`src/cob_pkg.sv`:
```
// Shared types, constants and helpers for the cursor overlay blend block.
// Used by every module under src; depends on nothing else.
`default_nettype none

package cob_pkg;

   // Cursor image store geometry. The word count must be a power of two.
   localparam int CURSOR_WORDS = 4096;
   localparam int STORE_AW     = $clog2(CURSOR_WORDS);

   // Fixed field widths of the pixel beat and of the registers.
   localparam int POS_W     = 13;
   localparam int FRAME_W   = 14;
   localparam int WADDR_W   = 12;
   localparam int CSR_IDX_W = 3;
   localparam int CSR_DW    = 14;

   // Result queue that decouples the pipeline from the response side.
   localparam int QUEUE_DEPTH = 4;
   localparam int QUEUE_PTR_W = $clog2(QUEUE_DEPTH);
   localparam int QUEUE_CNT_W = QUEUE_PTR_W + 1;

   localparam logic [31:0] ALPHA_MASK = 32'hFF00_0000;
   localparam logic [31:0] COLOR_MASK = 32'h00FF_FFFF;
   localparam logic [31:0] ALL_ONES   = 32'hFFFF_FFFF;

   typedef enum logic [1:0] {
      CT_HIDDEN = 2'd0,
      CT_COLOR  = 2'd1,
      CT_MONO   = 2'd2,
      CT_MASKED = 2'd3
   } cursor_type_type;

   typedef enum logic {
      OP_LOAD  = 1'b0,
      OP_PIXEL = 1'b1
   } op_type;

   typedef enum logic [CSR_IDX_W-1:0] {
      CSR_CURSOR_TYPE   = 3'd0,
      CSR_CURSOR_LEFT   = 3'd1,
      CSR_CURSOR_TOP    = 3'd2,
      CSR_CURSOR_WIDTH  = 3'd3,
      CSR_CURSOR_HEIGHT = 3'd4,
      CSR_CURSOR_PITCH  = 3'd5,
      CSR_FRAME_WIDTH   = 3'd6,
      CSR_FRAME_HEIGHT  = 3'd7
   } csr_index_type;

   typedef struct packed {
      cursor_type_type    ctype;
      logic [POS_W-1:0]   left;
      logic [POS_W-1:0]   top;
      logic [6:0]         width;
      logic [7:0]         height;
      logic [8:0]         pitch;
      logic [FRAME_W-1:0] fwidth;
      logic [FRAME_W-1:0] fheight;
   } cfg_type;

   // Per-pixel control that travels alongside the store read.
   typedef struct packed {
      logic            valid;
      logic            hit;
      cursor_type_type ctype;
      logic [2:0]      bit_sel;
      logic [1:0]      byte_a;
      logic [1:0]      byte_b;
      logic [31:0]     pixel;
   } lookup_type;

   typedef struct packed {
      logic        hit;
      logic [31:0] pixel;
   } result_type;

   function automatic logic [7:0] pick_byte(input logic [31:0] word, input logic [1:0] sel);
      logic [7:0] b;
      case (sel)
         2'd0:    b = word[7:0];
         2'd1:    b = word[15:8];
         2'd2:    b = word[23:16];
         default: b = word[31:24];
      endcase
      return b;
   endfunction

endpackage

`default_nettype wire

```
`src/cob_blend.sv`:
```
// Combines the screen pixel with the cursor store words read for it.
// Depends on cob_pkg; takes its control from cob_locate and data from cob_store.
`default_nettype none

module cob_blend
   import cob_pkg::*;
(
   input  wire logic       clock,
   input  wire logic       reset,
   input  wire lookup_type lk,
   input  wire logic [31:0] rd_data_a,
   input  wire logic [31:0] rd_data_b,
   output logic            res_valid,
   output result_type      res
);

   lookup_type  s2_ff, s2_in;
   logic [7:0]  and_byte;
   logic [7:0]  xor_byte;
   logic        and_bit;
   logic        xor_bit;
   logic [31:0] blended;

   assign s2_in = lk;

   always_ff @(posedge clock) begin
      if (reset) begin
         s2_ff.valid <= 1'b0;
      end else begin
         s2_ff.valid <= s2_in.valid;
      end
      s2_ff.hit     <= s2_in.hit;
      s2_ff.ctype   <= s2_in.ctype;
      s2_ff.bit_sel <= s2_in.bit_sel;
      s2_ff.byte_a  <= s2_in.byte_a;
      s2_ff.byte_b  <= s2_in.byte_b;
      s2_ff.pixel   <= s2_in.pixel;
   end

   always_comb begin
      // Mask bits run from the most significant bit of each byte.
      and_byte = pick_byte(rd_data_a, s2_ff.byte_a);
      xor_byte = pick_byte(rd_data_b, s2_ff.byte_b);
      and_bit  = and_byte[~s2_ff.bit_sel];
      xor_bit  = xor_byte[~s2_ff.bit_sel];
      blended  = s2_ff.pixel;
      if (s2_ff.hit) begin
         case (s2_ff.ctype)
            CT_COLOR: begin
               if (rd_data_a != '0) begin
                  blended = rd_data_a;
               end
            end
            CT_MONO: begin
               blended = (s2_ff.pixel & (and_bit ? ALL_ONES : ALPHA_MASK))
                       ^ (xor_bit ? COLOR_MASK : '0);
            end
            CT_MASKED: begin
               if ((rd_data_a & ALPHA_MASK) != '0) begin
                  blended = (s2_ff.pixel ^ rd_data_a) | ALPHA_MASK;
               end else begin
                  blended = rd_data_a | ALPHA_MASK;
               end
            end
            default: begin
               blended = s2_ff.pixel;
            end
         endcase
      end
   end

   assign res_valid = s2_ff.valid;
   assign res.hit   = s2_ff.hit;
   assign res.pixel = blended;

   a_follows_lookup: assert property (@(posedge clock) disable iff (reset)
      s2_ff.valid |-> $past(lk.valid))
      else $error("blend stage holds a beat that never left the lookup stage");

endmodule

`default_nettype wire

```
`config.mk`:
```
export PLATFORM = sky130hd
export DESIGN_NAME = cob_blend
export DESIGN_NICKNAME = d
export VERILOG_FILES = /design/src/cob_pkg.sv /design/src/cob_blend.sv
export SDC_FILE = /design/constraint.sdc
export NUM_CORES = 1
export LEC_CHECK = 0
export BUFFER_PORTS_ARGS = -buffer_cell sky130_fd_sc_hd__clkbuf_2
export CAP_MARGIN = 15
export CORE_MARGIN = 4
export CORE_UTILIZATION = 40
export DETAILED_ROUTE_END_ITERATION = 8
export PLACE_DENSITY_LB_ADDON = 0.3
export REMOVE_ABC_BUFFERS = 1
export SETUP_SLACK_MARGIN = 0.2
export SLEW_MARGIN = 5
export SYNTH_ARGS = -nofsm -noshare
export SYNTH_HDL_FRONTEND = slang
export SYNTH_SLANG_ARGS = --single-unit
```
`constraint.sdc`:
```
create_clock -name clock -period 3.15 [get_ports clock]
set_clock_uncertainty 0.1 [all_clocks]
set_input_delay 0.315 -clock clock [delete_from_list [all_inputs] [get_ports clock]]
set_output_delay 0.315 -clock clock [all_outputs]
set_load 0.05 [all_outputs]
```
Yosys cells after proc, flatten, opt, wreduce, memory -nomap -nowiden
Cells that the tools add are included.

storage, ports and cells
  register bits after elaboration = 43
  bits of input ports = 109
  output and inout bits = 34
  word-level logic and storage cells = 35

operators by class
  order comparisons = 1
  equality and inequality tests = 7
  muxes and demuxes = 12
  bitwise gates (word level) = 4
  reduce and logical (&&, ||, !) cells = 4

operator list
  operator                                             number
  case mux 32 bit (3 select lines)                     1
  2-to-1 mux 24 bit                                    3
  2-to-1 mux 32 bit                                    2
  nonzero test 32 bit                                  2
  case mux 8 bit (3 select lines)                      2
  AND 32 bit                                           1
  bitwise XOR 32 x 24 -> 32 bit                        1
  bitwise XOR 24 bit                                   1
  == test 2 bit (second input constant)                4
  binary-select mux 1 bit (select 3 bit)               2
  == test 2 x 1 -> 1 bit (second input constant)       3
  logical NOT 2 bit                                    2
  < comparator 3 x 4 -> 1 bit (second input constant)  1
  NOT 3 bit                                            1
  2-to-1 mux 1 bit                                     2

Longest topological paths before layout
  depth in word-level cells = 9
  depth in mapped cells = 8
  mapped depth without buffers = 6

Worst setup path before layout
Ideal clock, no wire load.

  path kind = flip-flop to output port
  from = register s2_ff[32] in the netlist's numbering
  to = output port res[23] in the netlist's numbering
  arrival = 2.628 ns
  required time = 2.735 ns
  slack = 0.107 ns
  cell stages (with the launch flop) = 8
  buffers on the path = 1
  cells stage by stage = dfxtp_1 buf_2 mux4_2 o211ai_1 o22ai_1 or2_4 xor2_4 o221ai_1

RTL lines
  element             RTL line         source
  start: declaration  cob_blend.sv:17  lookup_type s2_ff, s2_in;
  end: declaration    cob_blend.sv:14  output result_type res

==> run summary <==
The longest clock path from root to sink contains 2 buffers. After routing, the total negative slack on setup checks comes to 0 ns. STA classifies the critical path startpoint as a flip-flop. The logs give 0 for the remaining global-route overflow and 292 uV for the peak supply drop.

The area added between synthesis and finish works out to 61.6%. The number of buffer and inverter stages on the critical path came out at 4. For this configuration, the core starts out at a cell density of 42.0%. The region available for standard cell placement spans 6490 sq um.

The number of warnings printed during yosys synthesis was 0. The horizontal extent of the die is 90.6 um, and the fmax is 325 MHz. The DRC violation count after routing was 0. The remaining antenna violation count after routing is 0, and the max-slew headroom at the worst pin is 58.1%. Number of global-route vias before repair: 2933.

The critical path start-end classification was flip-flop to output pin. The share of the synthesized area in the top cell type was 31.5%; the per-cell routed wire length was 18.8 um. Library cell with the highest instance count after synthesis: sky130_fd_sc_hd__nand2_1. The number of placement rows is 29. TritonCTS built the clock tree. The run gives 67.9% as the share of the core filled with cells in the final layout.

Number of hold violations in the final report: 0. The number of cells on the critical path was 10. The number of diodes added for antenna fixing is 0. The source of the critical timing path was s2_ff[32].

The routability-driven placement congestion ratio came out at 0.882. The critical path goes through buf_8, mux4_2, o21ai_2, o32ai_1, or2_4, xor2_4, buf_12, buf_12, o221ai_4, buf_8. Pin placement for this block handled 143 I/O pins.

The routed layout has 2824 vias. The synthesized design contains 43 register bits. For the worst setup path, the data arrival time is 2.66 ns.

For this block, the routed nets add up to 9460 um of wire. After technology mapping, the gate count stands at 269. The delay of the slowest cell on the worst path was 0.51 ns; the mapped cell area was 2730 sq um. CTS saw 43 sinks. The sort of element at the end of the critical path is an output pin. A synthesized cell averages 10.1 sq um. The number of buffer cells added on primary ports works out to 142. Using the TritonRoute via totals, the vias-per-cell ratio works out to 5.63. The last element of the critical path is res[23]. The leakage power summed over all cells was 1.82 nW. The most area-hungry cell type in the Yosys netlist is sky130_fd_sc_hd__dfxtp_1.

The wire-length estimate of the detail-placed layout is 6770 um. Setup repair after global routing could not meet its margin everywhere. The tools report the violation count after the first detailed-routing iteration as 155. The run finished with clean final reports. The most used flip-flop cell after synthesis is sky130_fd_sc_hd__dfxtp_1.

The floorplan die area is 8210 sq um, and the measured slew at the worst slew-check pin is 0.628 ns. The tightest min-delay check is of the input port to flip-flop type. The clock transition time at the flip-flop clock pins of the worst setup and hold paths was 0.09 ns. The number of nets in the layout is 533. The share of synthesized registers carrying an async set or reset came out at 0%.

Among all stages on the critical path, the largest delay is contributed by sky130_fd_sc_hd__mux4_2. The initial antenna violation count was 0; the count of final setup violators was 0. Across the run, the number of max-cap violations was 0. By area the synthesized netlist is led by sky130_fd_sc_hd__dfxtp_1 (32%), sky130_fd_sc_hd__o221ai_2 (11%), sky130_fd_sc_hd__mux4_2 (8.2%), sky130_fd_sc_hd__nand2_1 (8.0%), sky130_fd_sc_hd__xnor2_1 (7.7%).

The proportion of synthesized chip area in sequential cells was 31.5%. After synthesis, the most frequently instantiated cells are sky130_fd_sc_hd__nand2_1 (58), sky130_fd_sc_hd__dfxtp_1 (43), sky130_fd_sc_hd__a22oi_1 (24), sky130_fd_sc_hd__xnor2_1 (24), sky130_fd_sc_hd__o221ai_2 (20). Of all nets on the critical path, the largest fanout is 6. The time the worst path needs with I/O delays and setup is 3.07 ns. The ratio of total power to cell area came out at 456 nW/um^2. Yosys mapped a number of flops with a built-in enable equal to 0.

The tools report the instance area at placement as 3490 sq um. The required time at the worst-slack endpoint came out at 2.73 ns. The count of cell types in the netlist is 39.

CTS H-tree depth: 2. In this run the clock root is driven by a sky130_fd_sc_hd__clkbuf_8. In the final layout, the share of cells above drive strength 1 is 49.9%. For this run, the total global-route usage over all layers was measured as 22.2%. Of the available clock period, the critical path in the final layout requires 97.5%.

The tools report the final count of pins violating max slew as 0. The pin count of the biggest net entering global routing is 25, and the CTS buffer count is 5. Broken down by cell family, the worst path's largest delay share belongs to buffers and inverters. Summing all non-filler instances in the final layout gives an area of 4410 sq um. The global-route wire length before repair was 14800 um; the die height was 90.6 um. For the number of detailed-routing iterations run before antenna repair, the log shows 4.
==> through the flow <==
step                hold slack (ns)  power (mW)  setup WS [ns]  cells
floorplan                     0.243        1.03         -0.316    246
global placement              0.317        1.23          0.267    472
detailed placement            0.319        1.24          0.200    472
CTS                         0.00237        1.91         0.0534    486
global route               -0.00137        2.10        -0.0413    502
finish                      0.00772        2.01         0.0773    502
==> cell families after synthesis <==
group	share of synthesized area (%)
AOI/OAI and AO/OA	25.8
xor gates and xnor gates	8.71
buffers and inverters	5.22
DFF	31.5
muxes	14.9
and+or+nand+nor	13.8
==> cell type report <==
cell class / instances / area (sq um)
clock buffer: 6 / 82.6
inverter: 3 / 11.3
clock inverter: 2 / 38.8
multi-input combinational: 200 / 1980
timing repair buffer: 171 / 1340
fill: 499 / 2080
sequential: 43 / 868
tap: 77 / 96.3
==> report_power, final <==
| part | internal, mW | switching (mW) |
|---|---|---|
| Sequential | 0.572 | 0.0406 |
| Combinational | 0.442 | 0.488 |
| Clock | 0.261 | 0.208 |
==> cells in the final DEF, fill, tap and decap left out, drive strengths merged, types with 2 or more instances in the layout <==
master and instances:
clkbuf 124, nand2 58, dfxtp 43, buf 38, xnor2 24, a22oi 24
o221ai 24, mux4 16, dlygate4sd3 15, nor2 8, o22a 8, o21ai 8
nor4 6, inv 4, nor2b 3, or4 2, o22ai 2, nand3 2
==> sequential cells by signal, indices dropped and copies added (netlist names) <==
register,cells
s2_ff,41
res_valid,1
res,1
==> worst min path at each step <==
stage                      start   endpoint  slack (ns)  cells past startpoint
after floorplan           lk[41]    res[32]        0.24                      0
after global placement    lk[11]  s2_ff[11]        0.32                      1
after detailed placement  lk[10]  s2_ff[10]        0.32                      1
after CTS                 lk[40]  s2_ff[40]       0.002                      1
after global routing      lk[13]  s2_ff[13]      -0.001                      1
final                     lk[12]  s2_ff[12]       0.008                      1
==> per-layer routing <==
layer | GRT usage, % | wire (um) | up-vias
li1 | - | - | 1345
met1 | 26.2 | 3820 | 1363
met2 | 39.2 | 4900 | 100
met3 | 5.83 | 556 | 16
met4 | 6.51 | 177 | 0
met5 | 0 | 0 | -
==> repair_timing <==
action                                  CTS  global route
buffers inserted                          3             1
gates cloned                              3             0
pin swaps                                 3             3
hold endpoints to repair                  0            15
hold buffers                              0            15
resized for setup                        62            48
endpoints found under the setup margin   24            24
(Power assumes the default switching activity.)
