File: config.mk
export PLATFORM = sky130hd
export DESIGN_NAME = cob_locate
export DESIGN_NICKNAME = d
export VERILOG_FILES = /design/src/cob_pkg.sv /design/src/cob_locate.sv
export SDC_FILE = /design/constraint.sdc
export NUM_CORES = 1
export LEC_CHECK = 0
export ABC_AREA = 1
export BUFFER_PORTS_ARGS = -buffer_cell sky130_fd_sc_hd__buf_2
export CAP_MARGIN = 20
export CORE_MARGIN = 8
export CORE_UTILIZATION = 63
export DETAILED_ROUTE_END_ITERATION = 6
export PLACE_DENSITY = 0.87
export SKIP_LAST_GASP = 1
export SLEW_MARGIN = 15
export SYNTH_ARGS = -nofsm -noshare
export SYNTH_HDL_FRONTEND = slang
export SYNTH_SLANG_ARGS = --single-unit
File: constraint.sdc
create_clock -name clock -period 14.6 [get_ports clock]
set_input_delay 0.73 -clock clock [delete_from_list [all_inputs] [get_ports clock]]
set_output_delay 0.73 -clock clock [all_outputs]
set_load 0.005 [all_outputs]
File: src/cob_pkg.sv
// Shared types, constants and helpers for the cursor overlay blend block.
// Used by every module under src; depends on nothing else.
`default_nettype none

package cob_pkg;

   // Cursor image store geometry. The word count must be a power of two.
   localparam int CURSOR_WORDS = 4096;
   localparam int STORE_AW     = $clog2(CURSOR_WORDS);

   // Fixed field widths of the pixel beat and of the registers.
   localparam int POS_W     = 13;
   localparam int FRAME_W   = 14;
   localparam int WADDR_W   = 12;
   localparam int CSR_IDX_W = 3;
   localparam int CSR_DW    = 14;

   // Result queue that decouples the pipeline from the response side.
   localparam int QUEUE_DEPTH = 4;
   localparam int QUEUE_PTR_W = $clog2(QUEUE_DEPTH);
   localparam int QUEUE_CNT_W = QUEUE_PTR_W + 1;

   localparam logic [31:0] ALPHA_MASK = 32'hFF00_0000;
   localparam logic [31:0] COLOR_MASK = 32'h00FF_FFFF;
   localparam logic [31:0] ALL_ONES   = 32'hFFFF_FFFF;

   typedef enum logic [1:0] {
      CT_HIDDEN = 2'd0,
      CT_COLOR  = 2'd1,
      CT_MONO   = 2'd2,
      CT_MASKED = 2'd3
   } cursor_type_type;

   typedef enum logic {
      OP_LOAD  = 1'b0,
      OP_PIXEL = 1'b1
   } op_type;

   typedef enum logic [CSR_IDX_W-1:0] {
      CSR_CURSOR_TYPE   = 3'd0,
      CSR_CURSOR_LEFT   = 3'd1,
      CSR_CURSOR_TOP    = 3'd2,
      CSR_CURSOR_WIDTH  = 3'd3,
      CSR_CURSOR_HEIGHT = 3'd4,
      CSR_CURSOR_PITCH  = 3'd5,
      CSR_FRAME_WIDTH   = 3'd6,
      CSR_FRAME_HEIGHT  = 3'd7
   } csr_index_type;

   typedef struct packed {
      cursor_type_type    ctype;
      logic [POS_W-1:0]   left;
      logic [POS_W-1:0]   top;
      logic [6:0]         width;
      logic [7:0]         height;
      logic [8:0]         pitch;
      logic [FRAME_W-1:0] fwidth;
      logic [FRAME_W-1:0] fheight;
   } cfg_type;

   // Per-pixel control that travels alongside the store read.
   typedef struct packed {
      logic            valid;
      logic            hit;
      cursor_type_type ctype;
      logic [2:0]      bit_sel;
      logic [1:0]      byte_a;
      logic [1:0]      byte_b;
      logic [31:0]     pixel;
   } lookup_type;

   typedef struct packed {
      logic        hit;
      logic [31:0] pixel;
   } result_type;

   function automatic logic [7:0] pick_byte(input logic [31:0] word, input logic [1:0] sel);
      logic [7:0] b;
      case (sel)
         2'd0:    b = word[7:0];
         2'd1:    b = word[15:8];
         2'd2:    b = word[23:16];
         default: b = word[31:24];
      endcase
      return b;
   endfunction

endpackage

`default_nettype wire

File: src/cob_locate.sv
// Clipping, hit test and store address generation for pixel beats.
// Depends on cob_pkg; drives the read ports of cob_store.
`default_nettype none

module cob_locate
   import cob_pkg::*;
(
   input  wire logic                clock,
   input  wire logic                reset,
   input  wire cfg_type             cfg,
   input  wire logic                pix_go,
   input  wire logic [POS_W-1:0]    pixel_x,
   input  wire logic [POS_W-1:0]    pixel_y,
   input  wire logic [31:0]         screen_pixel,
   output logic                     rd_en,
   output logic      [STORE_AW-1:0] rd_addr_a,
   output logic      [STORE_AW-1:0] rd_addr_b,
   output lookup_type               lk
);

   logic               left_in_frame;
   logic               top_in_frame;
   logic [FRAME_W-1:0] room_w;
   logic [FRAME_W-1:0] room_h;
   logic [7:0]         img_h;
   logic [6:0]         vis_w;
   logic [7:0]         vis_h;
   logic [FRAME_W-1:0] dx;
   logic [FRAME_W-1:0] dy;
   logic               hit_x;
   logic               hit_y;
   logic               hit;

   logic               s1_valid_ff, s1_valid_in;
   logic               s1_hit_ff;
   cursor_type_type    s1_type_ff;
   logic [6:0]         s1_col_ff;
   logic [7:0]         s1_row_ff;
   logic [31:0]        s1_pixel_ff;

   logic               mono;
   logic [8:0]         stride;
   logic [16:0]        prod_a;
   logic [6:0]         col_term;
   logic [17:0]        sum_a;
   logic [15:0]        word_a;
   logic [8:0]         row_b;
   logic [17:0]        prod_b;
   logic [17:0]        sum_b;
   logic [15:0]        word_b;

   // Visible rectangle after clipping to the frame.
   always_comb begin
      img_h         = (cfg.ctype == CT_MONO) ? {1'b0, cfg.height[7:1]} : cfg.height;
      left_in_frame = {1'b0, cfg.left} < cfg.fwidth;
      top_in_frame  = {1'b0, cfg.top} < cfg.fheight;
      room_w        = cfg.fwidth - {1'b0, cfg.left};
      room_h        = cfg.fheight - {1'b0, cfg.top};
      if (!left_in_frame) begin
         vis_w = '0;
      end else if ({7'd0, cfg.width} < room_w) begin
         vis_w = cfg.width;
      end else begin
         vis_w = room_w[6:0];
      end
      if (!top_in_frame) begin
         vis_h = '0;
      end else if ({6'd0, img_h} < room_h) begin
         vis_h = img_h;
      end else begin
         vis_h = room_h[7:0];
      end
      dx    = {1'b0, pixel_x} - {1'b0, cfg.left};
      dy    = {1'b0, pixel_y} - {1'b0, cfg.top};
      hit_x = (pixel_x >= cfg.left) && (dx < {7'd0, vis_w});
      hit_y = (pixel_y >= cfg.top) && (dy < {6'd0, vis_h});
      hit   = (cfg.ctype != CT_HIDDEN) && hit_x && hit_y;
   end

   assign s1_valid_in = pix_go;

   always_ff @(posedge clock) begin
      if (reset) begin
         s1_valid_ff <= 1'b0;
      end else begin
         s1_valid_ff <= s1_valid_in;
      end
   end

   always_ff @(posedge clock) begin
      if (pix_go) begin
         s1_hit_ff   <= hit;
         s1_type_ff  <= cfg.ctype;
         s1_col_ff   <= dx[6:0];
         s1_row_ff   <= dy[7:0];
         s1_pixel_ff <= screen_pixel;
      end
   end

   // Port A serves the color word or the AND plane byte, port B the XOR plane.
   always_comb begin
      mono     = (s1_type_ff == CT_MONO);
      stride   = mono ? cfg.pitch : {2'b00, cfg.pitch[8:2]};
      prod_a   = {9'd0, s1_row_ff} * {8'd0, stride};
      col_term = mono ? {3'b000, s1_col_ff[6:3]} : s1_col_ff;
      sum_a    = {1'b0, prod_a} + {11'd0, col_term};
      word_a   = mono ? sum_a[17:2] : sum_a[15:0];
      row_b    = {1'b0, s1_row_ff} + {1'b0, img_h};
      prod_b   = {9'd0, row_b} * {9'd0, cfg.pitch};
      sum_b    = prod_b + {14'd0, s1_col_ff[6:3]};
      word_b   = sum_b[17:2];
   end

   assign rd_en     = s1_valid_ff;
   assign rd_addr_a = word_a[STORE_AW-1:0];
   assign rd_addr_b = word_b[STORE_AW-1:0];

   always_comb begin
      lk.valid   = s1_valid_ff;
      lk.hit     = s1_hit_ff;
      lk.ctype   = s1_type_ff;
      lk.bit_sel = s1_col_ff[2:0];
      lk.byte_a  = sum_a[1:0];
      lk.byte_b  = sum_b[1:0];
      lk.pixel   = s1_pixel_ff;
   end

   a_hit_needs_cursor: assert property (@(posedge clock) disable iff (reset)
      (s1_valid_ff && s1_hit_ff) |-> (s1_type_ff != CT_HIDDEN))
      else $error("hit recorded while the cursor is hidden");

endmodule

`default_nettype wire

======== Yosys cells after proc, flatten, opt, wreduce, memory -nomap -nowiden ========
Index checks and enable logic that the tools add are counted.
word-level totals
  register bits after elaboration ......... 51
  latch bits .............................. 0
  bits in writable memories ............... 0
  ROM bits ................................ 0
  input bits .............................. 141
  output and inout port bits .............. 68
  logic and storage cells ................. 38
  memories kept ........................... 0
operators by class
  add/sub/neg operators ................... 7
  $mul .................................... 2
  div/mod/pow operators ................... 0
  magnitude comparators ................... 8
  equal/unequal tests ..................... 2
  shift-type cells ........................ 0
  muxes and demuxes ....................... 8
  bitwise logic cells ..................... 0
  reductions and logical operators ........ 5
operators with widths
  operator                                         count
  13-bit by 14-bit < comparator with 1-bit output  2
  13-bit by 13-bit subtractor with 14-bit output   2
  14-bit by 13-bit subtractor with 14-bit output   2
  13-bit >= comparator                             2
  8-bit two-way mux                                3
  7-bit two-way mux                                3
  14-bit by 4-bit adder with 14-bit output         1
  14-bit by 7-bit adder with 14-bit output         1
  14-bit by 7-bit < comparator with 1-bit output   1
  14-bit by 8-bit < comparator with 1-bit output   1
  7-bit by 14-bit < comparator with 1-bit output   1
  8-bit by 14-bit < comparator with 1-bit output   1
  8-bit by 9-bit multiplier with 14-bit output     1
  9-bit by 9-bit multiplier with 14-bit output     1
  12-bit two-way mux                               1
  8-bit by 8-bit adder with 9-bit output           1
  9-bit two-way mux                                1
  2-bit equality test (second input constant)      2
  1-bit logical AND                                4
  2-bit nonzero test                               1

======== Longest topological paths before layout ========
  depth in word-level cells ............... 8
  gate-level depth with buffers ........... 35
  gate-level depth less buffers ........... 35

======== Least setup slack after synthesis ========
OpenSTA, ideal clock, no wires.
  kind .................................... input port to output port
  start point ............................. input port cfg[78] (netlist name)
  end point ............................... output port rd_addr_b[10]
  data arrival time ....................... 6,256 ps
  required time ........................... 13,870 ps
  path slack .............................. 7,614 ps
  stages on the path ...................... 32
  buffers on the path ..................... 1
  cells stage by stage .................... inv_1 > nand2_1 > clkbuf_1 > o21ai_0 > inv_1 > fa_1 > nor2_1 > o21ai_2 > nand2_2 > a211o_1 > nand2_2 > inv_1 > nand2_1 > fa_1 > inv_1 > fa_1 > inv_1 > fa_1 > inv_1 > fa_1 > ha_1 > ha_1 > a21oi_1 > o21ai_0 > a21oi_1 > nor2_1 > nor2_1 > inv_1 > a21oi_1 > o21bai_1 > a21oi_1 > xnor2_1
on the way
  word-level cells in the longest chain between the ends .. 5
ends and longest elaborated chain
  what                                          line               source
  start, declared                               cob_locate.sv:10   input wire cfg_type cfg,
  2-bit equality test                           cob_locate.sv:54   img_h = (cfg.ctype == CT_MONO) ? {1'b0, cfg.height[7:1]} : cfg.height;
  8-bit two-way mux                             cob_locate.sv:54
  8-bit by 8-bit adder with 9-bit output        cob_locate.sv:108  row_b = {1'b0, s1_row_ff} + {1'b0, img_h};
  9-bit by 9-bit multiplier with 14-bit output  cob_locate.sv:109  prod_b = {9'd0, row_b} * {9'd0, cfg.pitch};
  14-bit by 4-bit adder with 14-bit output      cob_locate.sv:110  sum_b = prod_b + {14'd0, s1_col_ff[6:3]};
  end, declared                                 cob_locate.sv:17   output logic [STORE_AW-1:0] rd_addr_b,
Every way passes these cells.

======== Final worst setup path ========
Ends and elaborated chain as after synthesis.

==> flow_summary.yaml <==
synthesis:
  ys_seq_elements: 51
  synth_edf_count: 50
  syn_inst: 1415
  ys.flop_type: "edfxtp_1"
  yosysSeqAreaShare_pct: 14.3
  postSynthAreaPerCell_um2: 7.49
  synth_nets: 1811
  synth_cell_types: 52
  ys_warn_count: 0
  syn-cell-area_mm2: 0.0106
  async_flop_share_pct: 0
sta:
  max_slew_margin_pct: 57.3
  rsz0062_at_grt: "no"
  post-route-period-util_pct: 54.3
  setup_viol: 0
  fin_crit_ps: 7930
  tightest_slew_ps: 636
  tns_ps: 0
  fmax_mhz: 126
  fin_ws_ps: 6670
  slew_violations: 0
  hold_viol: 0
critical_path:
  worstSetupPathType: "in2out"
  crit_fanout: 12
  crit_path_frequent_cell: "inv_1"
  start_kind: "input port"
  slowest_delay_ps: 530
  end_kind: "output pin"
  worstPathArrival_ps: 7200
  slowest_stage: "fa_1"
  cp.required_ps: 13870
placed_design:
  pre_cts_ws_ps: 6690
  port_buffers: 208
  place_hpwl_mm: 25.1
  place_congestion: 0.967
floorplan:
  dieHeight_um: 146
  die_width_um: 146
  dieArea_mm2: 0.0212
  row_count: 47
  coreArea_mm2: 0.0165
  boundaryPins: 209
  start_util_pct: 64.2
drt:
  drc: 0
  drtAntennaViolNets: 0
  wl_per_cell_um: 15.6
  drt_iter0_drc: 695
  vias: 9845
  routed_wl_mm: 28.7
  vias_per_cell: 5.36
  first_pass_iters: 5
global_routing:
  track_usage_pct: 26.5
  grt_busiest_layer: "met2"
  gr-usage-met2_pct: 47.0
  grt_remaining_overflow: 0
  antenna_found_initial: 0
  grt_pass1_vias: 10000
  use_met3_pct: 4.04
  grt_max_degree: 52
  use_met1_pct: 32.1
  grt_pass1_wl_mm: 46.7
clocking:
  cts_tree: "done"
  numCtsBuffers: 5
  cts_hold_buf: 0
  clock_sinks: 51
  cts_setup_buffers: 0
  htreeDepth: 2
  clkSlewWorstSetupHoldPaths_ps: 70
  clockBufferDepth: 2
  cts.repair.resized: 0
  cts_root_buf: "clkbuf_16"
final_layout:
  nets: 2011
  fillers: 1311
  final_cell_mix: "nand2_1, inv_1, buf_2"
  antenna_cells: 0
  area_growth_pct: 13.7
  utilization_pct: 73.0
  drive_above_1_share_pct: 17.3
  final_common_cell: "nand2_1"
job:
  maxCapViolCount: 0
power_and_ir_drop:
  p_leak_nw: 6.80
  cellPowerDensity_mw_per_mm2: 233
  p_total_w: 0.00281
  vdd_drop_max_mv: 0.300
run_status:
  status: "completed"
hold_path:
  worstHoldPathType: "in2reg"
==> sequential cells by signal, summed over array words and instances (netlist names) <==
name,flops
rd_en,1
s1_type_ff,2
s1_col_ff,7
s1_row_ff,8
s1_hit_ff,1
s1_pixel_ff,32
==> cells in the mapped netlist (9+ instances only) <==
master	instances	area share, %
xnor2_1	19	1.6
fa_1	97	18
ha_1	158	19
o21ai_0	45	2.1
nand2_1	344	12
nor2_2	9	0.53
nand4_1	16	0.94
nor2_1	117	4.1
nand3_1	44	2.1
inv_1	293	10
nand2_2	18	1.1
edfxtp_1	50	14
xor2_1	40	3.3
a21oi_1	66	3.1
clkbuf_1	10	0.35
==> kinds of logic after synthesis <==
logic type,share of synthesized area (%)
and+or+nand+nor,23.0
buffers and inverters,11.3
adders and majority gates,37.0
AOI/OAI and AO/OA,8.64
xor gates and xnor gates,5.49
DFF,14.3
muxes,0.189
==> metrics by stage <==
step	instance area (um2)	instances	hold slack [ps]
2_1_floorplan	10600	1415	801
3_3_place_gp	11800	1827	887
3_5_place_dp	11800	1827	890
4_1_cts	12000	1835	575
5_1_grt	12100	1836	583
6_report	12100	1836	580
==> path summary, 6_finish.rpt <==
path	from	end	slack [ps]	cells after the start
worst max-delay path	cfg[78]	rd_addr_b[10]	6670	34
worst min-delay path	reset	rd_en	580	2
==> cell type report <==
type / count / area [um2] / area share [%]
timing repair buffer: 210 / 1070 / 8.86
tap: 220 / 275 / 2.28
clock inverter: 3 / 71.3 / 0.592
multi-input combinational: 1050 / 7880 / 65.4
inverter: 297 / 1110 / 9.25
clock buffer: 5 / 125 / 1.04
sequential: 51 / 1520 / 12.6
==> report_power, final <==
part / switching [W] / internal, W
sequential: 0.0000154 / 0.000179
combinational: 0.00138 / 0.00109
clock: 0.0000567 / 0.0000995
==> critical path, delay by kind of cell <==
family | cells | cell delay (ps)
buffers and inverters | 9 | 760
adders and majority gates | 8 | 3230
xor gates and xnor gates | 1 | 140
AOI/OAI and AO/OA | 9 | 1520
and+or+nand+nor | 7 | 820
==> layer usage <==
layer | wire length, um | vias to the layer above
met5 | 0 | -
met4 | 848 | 0
met3 | 1780 | 66
met2 | 14300 | 360
met1 | 11800 | 4588
li1 | - | 4831
Note: power is estimated with default switching activity, not from simulation.
