## config.mk

```make
export PLATFORM = sky130hd
export DESIGN_NAME = cob_rsp_queue
export DESIGN_NICKNAME = d
export VERILOG_FILES = /design/src/cob_pkg.sv /design/src/cob_rsp_queue.sv
export SDC_FILE = /design/constraint.sdc
export NUM_CORES = 1
export LEC_CHECK = 0
export BUFFER_PORTS_ARGS = -buffer_cell sky130_fd_sc_hd__buf_2
export CAP_MARGIN = 0
export CORE_ASPECT_RATIO = 1.25
export CORE_MARGIN = 1
export CORE_UTILIZATION = 53
export CTS_BUF_LIST = sky130_fd_sc_hd__clkbuf_8
export CTS_CLUSTER_SIZE = 8
export DETAILED_ROUTE_END_ITERATION = 8
export GPL_TIMING_DRIVEN = 1
export PLACE_DENSITY = 0.81
export SLEW_MARGIN = 20
export SYNTH_ARGS = -nofsm -noshare
export SYNTH_HDL_FRONTEND = slang
export SYNTH_SLANG_ARGS = --single-unit
```

## constraint.sdc

```tcl
create_clock -name clock -period 1.8 [get_ports clock]
set_input_delay 0.27 -clock clock [delete_from_list [all_inputs] [get_ports clock]]
set_output_delay 0.27 -clock clock [all_outputs]
set_load 0.1 [all_outputs]
```

## src/cob_pkg.sv

```systemverilog
// Shared types, constants and helpers for the cursor overlay blend block.
// Used by every module under src; depends on nothing else.
`default_nettype none

package cob_pkg;

   // Cursor image store geometry. The word count must be a power of two.
   localparam int CURSOR_WORDS = 4096;
   localparam int STORE_AW     = $clog2(CURSOR_WORDS);

   // Fixed field widths of the pixel beat and of the registers.
   localparam int POS_W     = 13;
   localparam int FRAME_W   = 14;
   localparam int WADDR_W   = 12;
   localparam int CSR_IDX_W = 3;
   localparam int CSR_DW    = 14;

   // Result queue that decouples the pipeline from the response side.
   localparam int QUEUE_DEPTH = 4;
   localparam int QUEUE_PTR_W = $clog2(QUEUE_DEPTH);
   localparam int QUEUE_CNT_W = QUEUE_PTR_W + 1;

   localparam logic [31:0] ALPHA_MASK = 32'hFF00_0000;
   localparam logic [31:0] COLOR_MASK = 32'h00FF_FFFF;
   localparam logic [31:0] ALL_ONES   = 32'hFFFF_FFFF;

   typedef enum logic [1:0] {
      CT_HIDDEN = 2'd0,
      CT_COLOR  = 2'd1,
      CT_MONO   = 2'd2,
      CT_MASKED = 2'd3
   } cursor_type_type;

   typedef enum logic {
      OP_LOAD  = 1'b0,
      OP_PIXEL = 1'b1
   } op_type;

   typedef enum logic [CSR_IDX_W-1:0] {
      CSR_CURSOR_TYPE   = 3'd0,
      CSR_CURSOR_LEFT   = 3'd1,
      CSR_CURSOR_TOP    = 3'd2,
      CSR_CURSOR_WIDTH  = 3'd3,
      CSR_CURSOR_HEIGHT = 3'd4,
      CSR_CURSOR_PITCH  = 3'd5,
      CSR_FRAME_WIDTH   = 3'd6,
      CSR_FRAME_HEIGHT  = 3'd7
   } csr_index_type;

   typedef struct packed {
      cursor_type_type    ctype;
      logic [POS_W-1:0]   left;
      logic [POS_W-1:0]   top;
      logic [6:0]         width;
      logic [7:0]         height;
      logic [8:0]         pitch;
      logic [FRAME_W-1:0] fwidth;
      logic [FRAME_W-1:0] fheight;
   } cfg_type;

   // Per-pixel control that travels alongside the store read.
   typedef struct packed {
      logic            valid;
      logic            hit;
      cursor_type_type ctype;
      logic [2:0]      bit_sel;
      logic [1:0]      byte_a;
      logic [1:0]      byte_b;
      logic [31:0]     pixel;
   } lookup_type;

   typedef struct packed {
      logic        hit;
      logic [31:0] pixel;
   } result_type;

   function automatic logic [7:0] pick_byte(input logic [31:0] word, input logic [1:0] sel);
      logic [7:0] b;
      case (sel)
         2'd0:    b = word[7:0];
         2'd1:    b = word[15:8];
         2'd2:    b = word[23:16];
         default: b = word[31:24];
      endcase
      return b;
   endfunction

endpackage

`default_nettype wire

```

## src/cob_rsp_queue.sv

```systemverilog
// Small result queue between the blend stage and the response channel.
// Depends on cob_pkg for the result type and queue depth.
`default_nettype none

module cob_rsp_queue
   import cob_pkg::*;
(
   input  wire logic                   clock,
   input  wire logic                   reset,
   input  wire logic                   push,
   input  wire result_type             push_data,
   input  wire logic                   pop,
   output logic                        not_empty,
   output result_type                  head,
   output logic      [QUEUE_CNT_W-1:0] count
);

   result_type             entry_ff [QUEUE_DEPTH];
   logic [QUEUE_PTR_W-1:0] wr_ptr_ff, wr_ptr_in;
   logic [QUEUE_PTR_W-1:0] rd_ptr_ff, rd_ptr_in;
   logic [QUEUE_CNT_W-1:0] count_ff, count_in;

   always_comb begin
      wr_ptr_in = push ? wr_ptr_ff + 1'b1 : wr_ptr_ff;
      rd_ptr_in = pop ? rd_ptr_ff + 1'b1 : rd_ptr_ff;
      count_in  = count_ff;
      if (push && !pop) begin
         count_in = count_ff + 1'b1;
      end else if (pop && !push) begin
         count_in = count_ff - 1'b1;
      end
   end

   always_ff @(posedge clock) begin
      if (reset) begin
         wr_ptr_ff <= '0;
         rd_ptr_ff <= '0;
         count_ff  <= '0;
      end else begin
         wr_ptr_ff <= wr_ptr_in;
         rd_ptr_ff <= rd_ptr_in;
         count_ff  <= count_in;
      end
   end

   always_ff @(posedge clock) begin
      if (push) begin
         entry_ff[wr_ptr_ff] <= push_data;
      end
   end

   assign not_empty = (count_ff != '0);
   assign head      = entry_ff[rd_ptr_ff];
   assign count     = count_ff;

   a_no_overflow: assert property (@(posedge clock) disable iff (reset)
      (count_ff == QUEUE_CNT_W'(QUEUE_DEPTH)) |-> !push)
      else $error("result pushed into a full queue");

endmodule

`default_nettype wire

```

* Yosys cells after proc, flatten, opt, wreduce, memory -nomap -nowiden
Memory sizes are Yosys's and may differ from the RTL's. A register that Yosys moved wholly into a read port is not among the register bits. Index checks and enable logic that the tools add are counted.
Operators by class: muxes and demuxes 6, reduce and logical (&&, ||, !) cells 6, add/subtract/negate cells 4
Operator list (number):
- 3-bit two-way mux | 2
- 2-bit by 1-bit adder with 2-bit output, second input constant | 2
- 2-bit two-way mux | 2
- 3-bit by 1-bit adder with 3-bit output, second input constant | 1
- 3-bit nonzero test | 1
- 3-bit by 1-bit subtractor with 3-bit output, second input constant | 1
- 1-bit logical AND | 2
- 1-bit logical NOT | 2
- 1-bit two-way mux | 2
- 2-bit nonzero test | 1
Word-level totals: word-level logic and storage cells 20, memories kept 1, register bits after elaboration 7, input bits 37, bits in writable memories 132
Memory list:
- entry_ff | words 4, bits a word 33, rd ports 1, clocked after Yosys merged registers in 1, write ports 1, line cob_rsp_queue.sv:18 | result_type entry_ff [QUEUE_DEPTH];

* Longest topological paths before layout
Gate-level depths: netlist of the first run.
depth in word-level cells 4, gate-level depth with buffers 7

* Worst setup path after synthesis of the first run
No wires, ideal clock.
path kind reg2out, start reg count_ff[0] (netlist: count[0]), end out not_empty, setup slack -0.285 ns, data arrival time 1.815 ns, path buffers 0, cell stages (with the launch flop) 2, cell sequence dfxtp_1 > or3_1
On the way: word-level cells in the longest chain between the ends 1
Ends and longest elaborated chain:
- from (decl) | line cob_rsp_queue.sv:21 | logic [QUEUE_CNT_W-1:0] count_ff, count_in;
- from (signal assigned) | line cob_rsp_queue.sv:42 | count_ff <= count_in;
- 3-bit nonzero test | line cob_rsp_queue.sv:52 | assign not_empty = (count_ff != '0);
- to (decl) | line cob_rsp_queue.sv:13 | output logic not_empty,
No other way between the ends.

==> impl_results.md, run 1 <==
* Comb power frac at 23.8%
* F_max at 0.4812 GHz
* CTS tree: yes
* Vias in the first global route at between 2000 and 3000
* Post-route ant nets at 0
* Die height at 113.1 µm
* Root Driver: clkbuf_8
* Synth warn at 0
* Setup violators final at 33
* Clk sink count at roughly 140
* WHS at 0.04705 ns
* Die width at 90.86 µm
* Max Used Layer: met4
* Met3 WL at between 400 and 500 µm
* Largest net degree at the start of global routing at 34
* Worst-Margin Slew at 0.5063 ns
* Maximum VDD drop at 0.7513 mV
* Share of cells above drive strength 1 at 47.22%
* CTS buffer count at 17
* Area Growth Syn to Fin at 26.67%
* Via count at roughly 2400
* Hold crit path type: in2reg
* Util after Layout at 68.96%
* Worst endpoint required time at around 1.5 ns
* Total gr overflow at 0
* Static leakage power at approximately 2.3 nW
* Final non-filler cell total at 451
* Clock skew at roughly 0.0075 ns
* Worst slew margin at 66.24%
* Switch share at 30.01%
* Reg clk slew, reported paths at around 0.08 ns
* Outcome: finished with violations
* DR pass1 iterations at 4
* Syn Area/Cell at ~24 µm²
* Die area at 10270 µm²
* Mapped Cells at 216
* Area after DPL at 6042 µm²
* Met2 WL at roughly 4900 µm
* Unrepaired setup endpoints after global routing: true
* Detailed Place HPWL at 5567 µm
* I/O Buffers at 73
* First-pass GRT wire length at 13610 µm
* Row cnt at 40
* DP Worst Slack at approximately 0.022 ns
* Cell Area, Synth at 5231 µm²
* P_sw at approximately 2.5 mW
* CORE AREA at 9609 µm²
* Final WS setup at -0.2781 ns
* I/O pins at 74
* Post-synthesis sequential area ratio at about four fifths
* Internal power at ~6 mW
* Setup crit start kind: register
* Clock share of power at a little under a third
* Initial detailed-routing violation count at between 100 and 150
* Final worst path period share at 115.4%
* Routability Congestion at a little under 0.7
* Final TNS setup at -7.272 ns
* Design area at 6626 µm²
* Yosys cell types at 20
* Flop pwr share at 45.4%
* CP Capture Type: output pin
* # nets final at 354
* Final Hold Viols at 0
* Power consumption at 8.414 mW
* Tot GR Track Use at 18.86%
* Crit path max fanout at 4
* Drt total wl at 8823 µm
* Clk buf depth at 2
* Antenna violations before repair at 1
* Post-route met1 wirelength at 3432 µm
* Synthesized flop and latch total at 141
* Routed length per placed instance at 19.56 µm
* Fin crit period at 2.078 ns
* H-tree depth at 4
* Max-slew violations at 0
* CTS Hold Bufs at 0
* Failing checks: negative setup slack
* Via density at ~5.3
* Dpl cells at 417
* Cell Pwr Density at 1270 nW/µm²
* Initial core utilization at 54.44%
* Worst-Skew Late Latency at 0.44 ns
* Mapped Nets at 259
* Fillers at 610
* Worst path arrival time at 1.81 ns
* Critical path class: reg2out
* Max_cap viols at 0
* DR DRC count at 0
[registers in the layout, indices dropped and copies added, names as in the netlist, named ones only]
signal,count
entry_ff,132
wr_ptr_ff,2
count,3
rd_ptr_ff,2
[routing by layer]
metal | global-route usage, % | up-vias
met1 | 21.32 | 1230
met3 | 6.250 | 5
li1 | - | 1084
met5 | 0 | -
met2 | 32.78 | 77
met4 | 8.254 | 0
[cells in the final DEF (no fill, tap or decap), types with 4 or more instances in the layout]
master	instances
edfxtp_1	132
buf_2	39
mux4_2	32
buf_12	22
clkbuf_8	17
buf_6	16
nor2_1	7
inv_1	6
ha_1	5
dfxtp_1	5
bufinv_16	4
buf_8	4
buf_4	4
[logic make-up after synthesis]
logic type	synth area share, %
flip-flops	79.22
AO/OA/AOI/OAI	0.1912
adder cells (fa/ha/maj)	1.579
buffers and inverters	2.081
AND/OR/NAND/NOR	1.291
XOR/XNOR	0.8373
multiplexers	14.81
[what timing repair did]
action                     CTS  global route
setup endpoints to repair   34           100
gates resized for setup     42             9
setup buffers                0             1
[synthesized netlist by cell type, drive strengths merged]
cell type / number / share of area [%]
edfxtp: 132 / 76
mux4: 33 / 14
dfxtp: 9 / 3.4
buf: 7 / 1.7
nor2: 7 / 0.50
ha: 5 / 1.2
and2: 4 / 0.48
inv: 4 / 0.29
xor2: 3 / 0.50
clkbuf: 2 / 0.14
mux2i: 2 / 0.38
or3: 2 / 0.24
xnor2: 2 / 0.33
a21oi: 1 / 0.096
fa: 1 / 0.38
nand2: 1 / 0.072
o21ai: 1 / 0.096
[power groups by stage]
stage	sequential (mW)	clock, mW	combinational (mW)
after floorplan	3.96	0	1.31
after global placement	3.88	0	1.85
after detailed placement	3.90	0	1.87
after CTS	3.83	2.64	1.98
after global routing	3.84	2.76	2.06
final	3.82	2.59	2.00
[area by class of cell]
type                            count  area (µm²)  area share [%]
Timing Repair Buffer               85       905.9           13.67
Clock inverter                     15       180.2           2.719
Inverter                            4       15.01          0.2266
Sequential cell                   141        4151           62.65
Clock buffer                       17       234.0           3.531
Tap cell                          126       157.7           2.379
Antenna cell                        1       2.502         0.03776
Multi-Input combinational cell     62       979.7           14.78
[path summary, 6_finish.rpt]
check | start | to | slack (ns) | depth (start not counted)
min reg2reg | count[2]$_SDFFE_PP0P_ | count[2]$_SDFFE_PP0P_ | 0.51 | 2
max | register | head[24] | -0.28 | 4
min | push_data[26] | entry_ff[0][26]$_DFFE_PP_ | 0.05 | 1
max reg2reg | count[0]$_SDFFE_PP0P_ | count[2]$_SDFFE_PP0P_ | 0.31 | 4
[critical path: stages (launching register included)]
cell and delay, ns:
dfxtp_4 0.40, buf_12 0.13, buf_12 0.10, mux4_2 0.55, buf_12 0.19
Power figures use the tool's default switching activity.
==> run 2: changes to the inputs <==
--- a/config.mk
+++ b/config.mk
@@ -14,6 +14,7 @@
 export CTS_CLUSTER_SIZE = 8
 export DETAILED_ROUTE_END_ITERATION = 8
 export GPL_TIMING_DRIVEN = 1
+export HOLD_SLACK_MARGIN = 0.05
 export PLACE_DENSITY = 0.81
 export SLEW_MARGIN = 20
 export SYNTH_ARGS = -nofsm -noshare
==> impl_results.md, run 2 (synthesis gave the netlist of run 1 again) <==
* Initial core utilization at 54.44%
* Drt total wl at 9030 µm
* Reg clk slew, reported paths at around 0.070 ns
* Worst endpoint required time at 1.53 ns
* Die width at 90.86 µm
* Most frequent cells in the layout: edfxtp_1, buf_2, mux4_2, dlygate4sd3_1, buf_12
* Routed length per placed instance at roughly 19 µm
* Outcome: finished with violations
* Worst slew margin at around two thirds
* Hold path endpoint: entry_ff[3][15]$_DFFE_PP_
* Hold Crit Start: push_data[15]
* Antenna violations before repair at 1
* Final non-filler cell total at 483
* Cell Pwr Density at between 1000 and 1500 nW/µm²
* Static leakage power at between 2 and 2.5 nW
* Max FFs per register at 132
* Die area at 10270 µm²
* F_max at about 0.48 GHz
* Maximum VDD drop at 0.7555 mV
* Reg2Reg Launch Point: count[0]$_SDFFE_PP0P_
* Post-route ant nets at 0
* Setup violators final at 33
* Failing checks: negative setup slack
* Worst-Skew Late Latency at 0.44 ns
* Via count at between 2000 and 3000
* Max_cap viols at 0
* I/O Buffers at 73
* H-tree depth at 4
* Worst-Margin Slew at ~0.51 ns
* WHS at 0.07722 ns
* Detailed Place HPWL at 5567 µm
* Max-slew violations at 0
* Final TNS setup at -7.090 ns
* Largest net degree at the start of global routing at 34
* Final Hold Viols at 0
* CTS buffer count at 17
* Unrepaired setup endpoints after global routing: true
* Design area at 6934 µm²
* CORE AREA at a little under 10000 µm²
* Final WS setup at -0.2783 ns
* DR pass1 iterations at 5
* Max Used Layer: met4
* Met2 WL at 5080 µm
* Most flops, register: entry_ff
* Clock skew at 0.007277 ns
* Hold Crit Depth at 1
* Via density at 5.217
* Util after Layout at between 70% and 80%
* # nets final at around 390
* Fin crit period at 2.078 ns
* Dpl cells at between 400 and 500
* DP Worst Slack at 0.02210 ns
* R2R Setup Slk at 0.31 ns
* Root Driver: clkbuf_8
* Vias in the first global route at 2748
* Commonest non-fill, non-tap cell in the layout: edfxtp_1
* Cells on worst reg2reg path at 4
* R2r endpoint: count[2]$_SDFFE_PP0P_
* Tot GR Track Use at a little under 20%
* Routability Congestion at 0.6872
* Hold crit path type: in2reg
* Die height at approximately 110 µm
* DR DRC count at 0
* Power consumption at 8.465 mW
* Clk sink count at roughly 140
* Total gr overflow at 0
* Share of cells above drive strength 1 at 42.98%
* First-pass GRT wire length at 14130 µm
* Setup crit start kind: register
* Area after DPL at 6042 µm²
* Post-route met1 wirelength at between 3000 and 4000 µm
* CTS tree: yes
* Worst path arrival time at 1.81 ns
* Clk buf depth at 2
* CP Capture Type: output pin
* Initial detailed-routing violation count at roughly 150
* I/O pins at 74
* Final worst path period share at 115.5%
* Crit path max fanout at 6
* Met3 WL at around 360 µm
* Row cnt at 40
* Critical path class: reg2out
* Area Growth Syn to Fin at 32.55%
-- run 2: cell count changes in the layout (fill, tap and decap cells not counted) --
cell and delta:
dlygate4sd3_1 +32, buf_12 -1, buf_4 +1
-- run 2: timing repair --
| item | in CTS | in global routing |
|---|---|---|
| setup buffers | 0 | 1 |
| endpoints found under the hold margin | 128 | 0 |
| gates resized for setup | 42 | 9 |
| endpoints found under the setup margin | 34 | 99 |
| hold buffers | 32 | 0 |
-- run 2: final cells by class --
class | instances | area [µm²]
Sequential cell | 141 | 4151
Fill cell | 569 | 2675
Timing Repair Buffer | 117 | 1214
Multi-Input combinational cell | 62 | 979.7
Clock buffer | 17 | 234.0
Clock inverter | 15 | 180.2
Tap cell | 126 | 157.7
Inverter | 4 | 15.01
Antenna cell | 1 | 2.502
-- run 2: power breakdown --
| group | leakage, nW | internal (mW) | switching, mW | total [mW] |
|---|---|---|---|---|
| Sequential | 1.29 | 3.76 | 0.0630 | 3.82 |
| Clock | 0.207 | 1.48 | 1.11 | 2.59 |
| Combinational | 0.948 | 0.690 | 1.36 | 2.05 |
-- run 2: routing by layer --
layer,up-vias,GRT usage (%)
li1,1151,-
met1,1291,21.90
met2,74,34.24
met3,4,5.981
met4,0,8.254
met5,-,0
-- run 2: worst max-delay path, cell delays in order (launching register included) --
cell and delay (ns):
dfxtp_4 0.40, buf_12 0.13, buf_8 0.11, mux4_2 0.54, buf_12 0.19
-- run 2: worst max path at each step --
stage	startpoint	end	slack [ns]	cells after the start
4_1_cts	register	head[11]	-0.33	4
3_5_place_dp	push	count[2]$_SDFFE_PP0P_	0.02	7
2_1_floorplan	count[2]$_SDFFE_PP0P_	not_empty	0.002	1
6_report	register	head[10]	-0.28	4
5_1_grt	register	head[5]	-0.35	4
3_3_place_gp	register	head[30]	0.08	3
==> run 3: changes to the inputs <==
==> constraint.sdc (replaced) <==
create_clock -name clock -period 1.8 [get_ports clock]
set_input_delay 0.18 -clock clock [delete_from_list [all_inputs] [get_ports clock]]
set_output_delay 0.18 -clock clock [all_outputs]
set_load 0.1 [all_outputs]
==> impl_results.md, run 3 (synthesis gave the netlist of run 1 again) <==
* Outcome: finished with violations
* Failing checks: negative setup slack
* CP Capture Type: output pin
* Worst endpoint required time at 1.62 ns
* Dpl cells at slightly above 400
* Root Driver: clkbuf_8
* Final TNS setup at -4.952 ns
* Vias in the first global route at around 2700
* WHS at 0.09262 ns
* Antenna violations before repair at 0
* I/O pins at 74
* Cell mode on critical path: buf_12
* Max_cap viols at 0
* Max FFs per register at 132
* Worst-Margin Slew at 0.5188 ns
* DR DRC count at 0
* Via count at between 2000 and 3000
* Cell Pwr Density at ~1200 nW/µm²
* Worst-Skew Late Latency at 0.43 ns
* Drt total wl at 9036 µm
* Clk buf depth at 2
* Max-slew violations at 0
* Post-route ant nets at 0
* Util after Layout at between 70% and 80%
* CORE AREA at a little under 10000 µm²
* Hold crit path type: in2reg
* Final Hold Viols at 0
* DR pass1 iterations at 4
* Reg clk slew, reported paths at 0.08 ns
* Initial core utilization at around 54%
* # nets final at 397
* Setup violators final at 33
* Commonest non-fill, non-tap cell in the layout: edfxtp_1
* CP cell instances: buf_12 > buf_12 > mux4_2 > buf_12
* Max stage delay on crit path at about 0.54 ns
* Clk sink count at 141
* Setup crit start kind: register
* First-pass GRT wire length at 13820 µm
* Final worst path period share at 110.8%
* Static leakage power at 2.502 nW
* Most frequent cells in the layout: edfxtp_1, buf_2, dlygate4sd3_1
* Crit path max fanout at 9
* Die height at 113.1 µm
* CTS tree: yes
* Total gr overflow at 0
* CTS buffer count at 17
* Fin crit period at 1.994 ns
* Routability Congestion at 0.6882
* Most flops, register: entry_ff
* Detailed Place HPWL at 5389 µm
* Final antenna diode count at 0
* Via density at about 5.2
* Clock skew at roughly 0.0056 ns
* Worst path arrival time at 1.81 ns
* Die width at 90.86 µm
* Hold Crit Start: pop
* Area Growth Syn to Fin at 34.54%
* Largest net degree at the start of global routing at 34
* Critical path class: reg2out
* I/O Buffers at 73
* Maximum VDD drop at 0.8409 mV
* H-tree depth at 4
* Share of cells above drive strength 1 at 45.78%
* Final non-filler cell total at 493
* F_max at ~0.50 GHz
* Row cnt at 40
* CP bufs+invs at 3
* Initial detailed-routing violation count at 153
* Reg2Reg Launch Point: count[0]$_SDFFE_PP0P_
* Crit path max-delay family: multiplexers
* Final WS setup at -0.1936 ns
* DP Worst Slack at 0.07245 ns
* Tot GR Track Use at 18.74%
* Unrepaired setup endpoints after global routing: true
* Die area at 10270 µm²
* Worst slew margin at 65.41%
* Routed length per placed instance at 18.33 µm
* Slowest cell on crit path: mux4_2
==> run 3: cell count changes in the layout (fill, tap and decap cells not counted), moves of 2 or more <==
cell,change
buf_12,+5
buf_4,+8
buf_6,-2
buf_8,-3
clkinv_1,-3
clkinv_2,+3
clkinv_4,+2
dlygate4sd3_1,+2
inv_1,-2
==> run 3: area by class of cell <==
cell class                 count  area, µm²
inverter                       4      15.01
timing repair buffer         128       1331
clock buffer                  17      234.0
clock inverter                15      172.7
tap                          126      157.7
fill                         585       2571
sequential                   141       4151
multi-input combinational     62      975.9
==> run 3: worst paths after layout <==
kind,to,slack [ns],depth (start not counted)
worst max register to register,count[2]$_SDFFE_PP0P_,0.31,4
worst min-delay path,rd_ptr_ff[0]$_SDFFE_PP0P_,0.09,3
worst max-delay path,head[6],-0.19,4
worst min register to register,count[2]$_SDFFE_PP0P_,0.53,2
==> run 3: where the power goes <==
| part | internal (mW) | switching (mW) | total (mW) |
|---|---|---|---|
| registers | 3.76 | 0.0555 | 3.81 |
| logic | 0.738 | 1.38 | 2.12 |
| clock network | 1.36 | 1.16 | 2.53 |
==> run 3: routing by layer <==
layer  wire, µm  global-route usage [%]  vias to the layer above
li1           -                       -                     1167
met1       3531                   21.75                     1302
met2       4975                   32.88                       78
met3        355                   5.242                       15
met4        174                   7.831                        0
met5          0                       0                        -
==> run 3: what timing repair did <==
item	CTS	global route
hold buffers	34	0
pin swaps	0	0
setup buffers	10	2
endpoints found under the setup margin	33	99
hold endpoints to repair	141	0
resized for setup	44	14
==> run 3: stage by stage <==
stage	power, mW	area [µm²]
after floorplan	5.271	5235
final	8.455	7038
after global placement	5.712	6002
after global routing	8.719	7038
after CTS	8.474	6985
after detailed placement	5.747	6002
==> run 3: worst min-delay path: stages <==
cell	delay (ns)
buf_2	0.12
xnor2_1	0.10
nor2_1	0.09
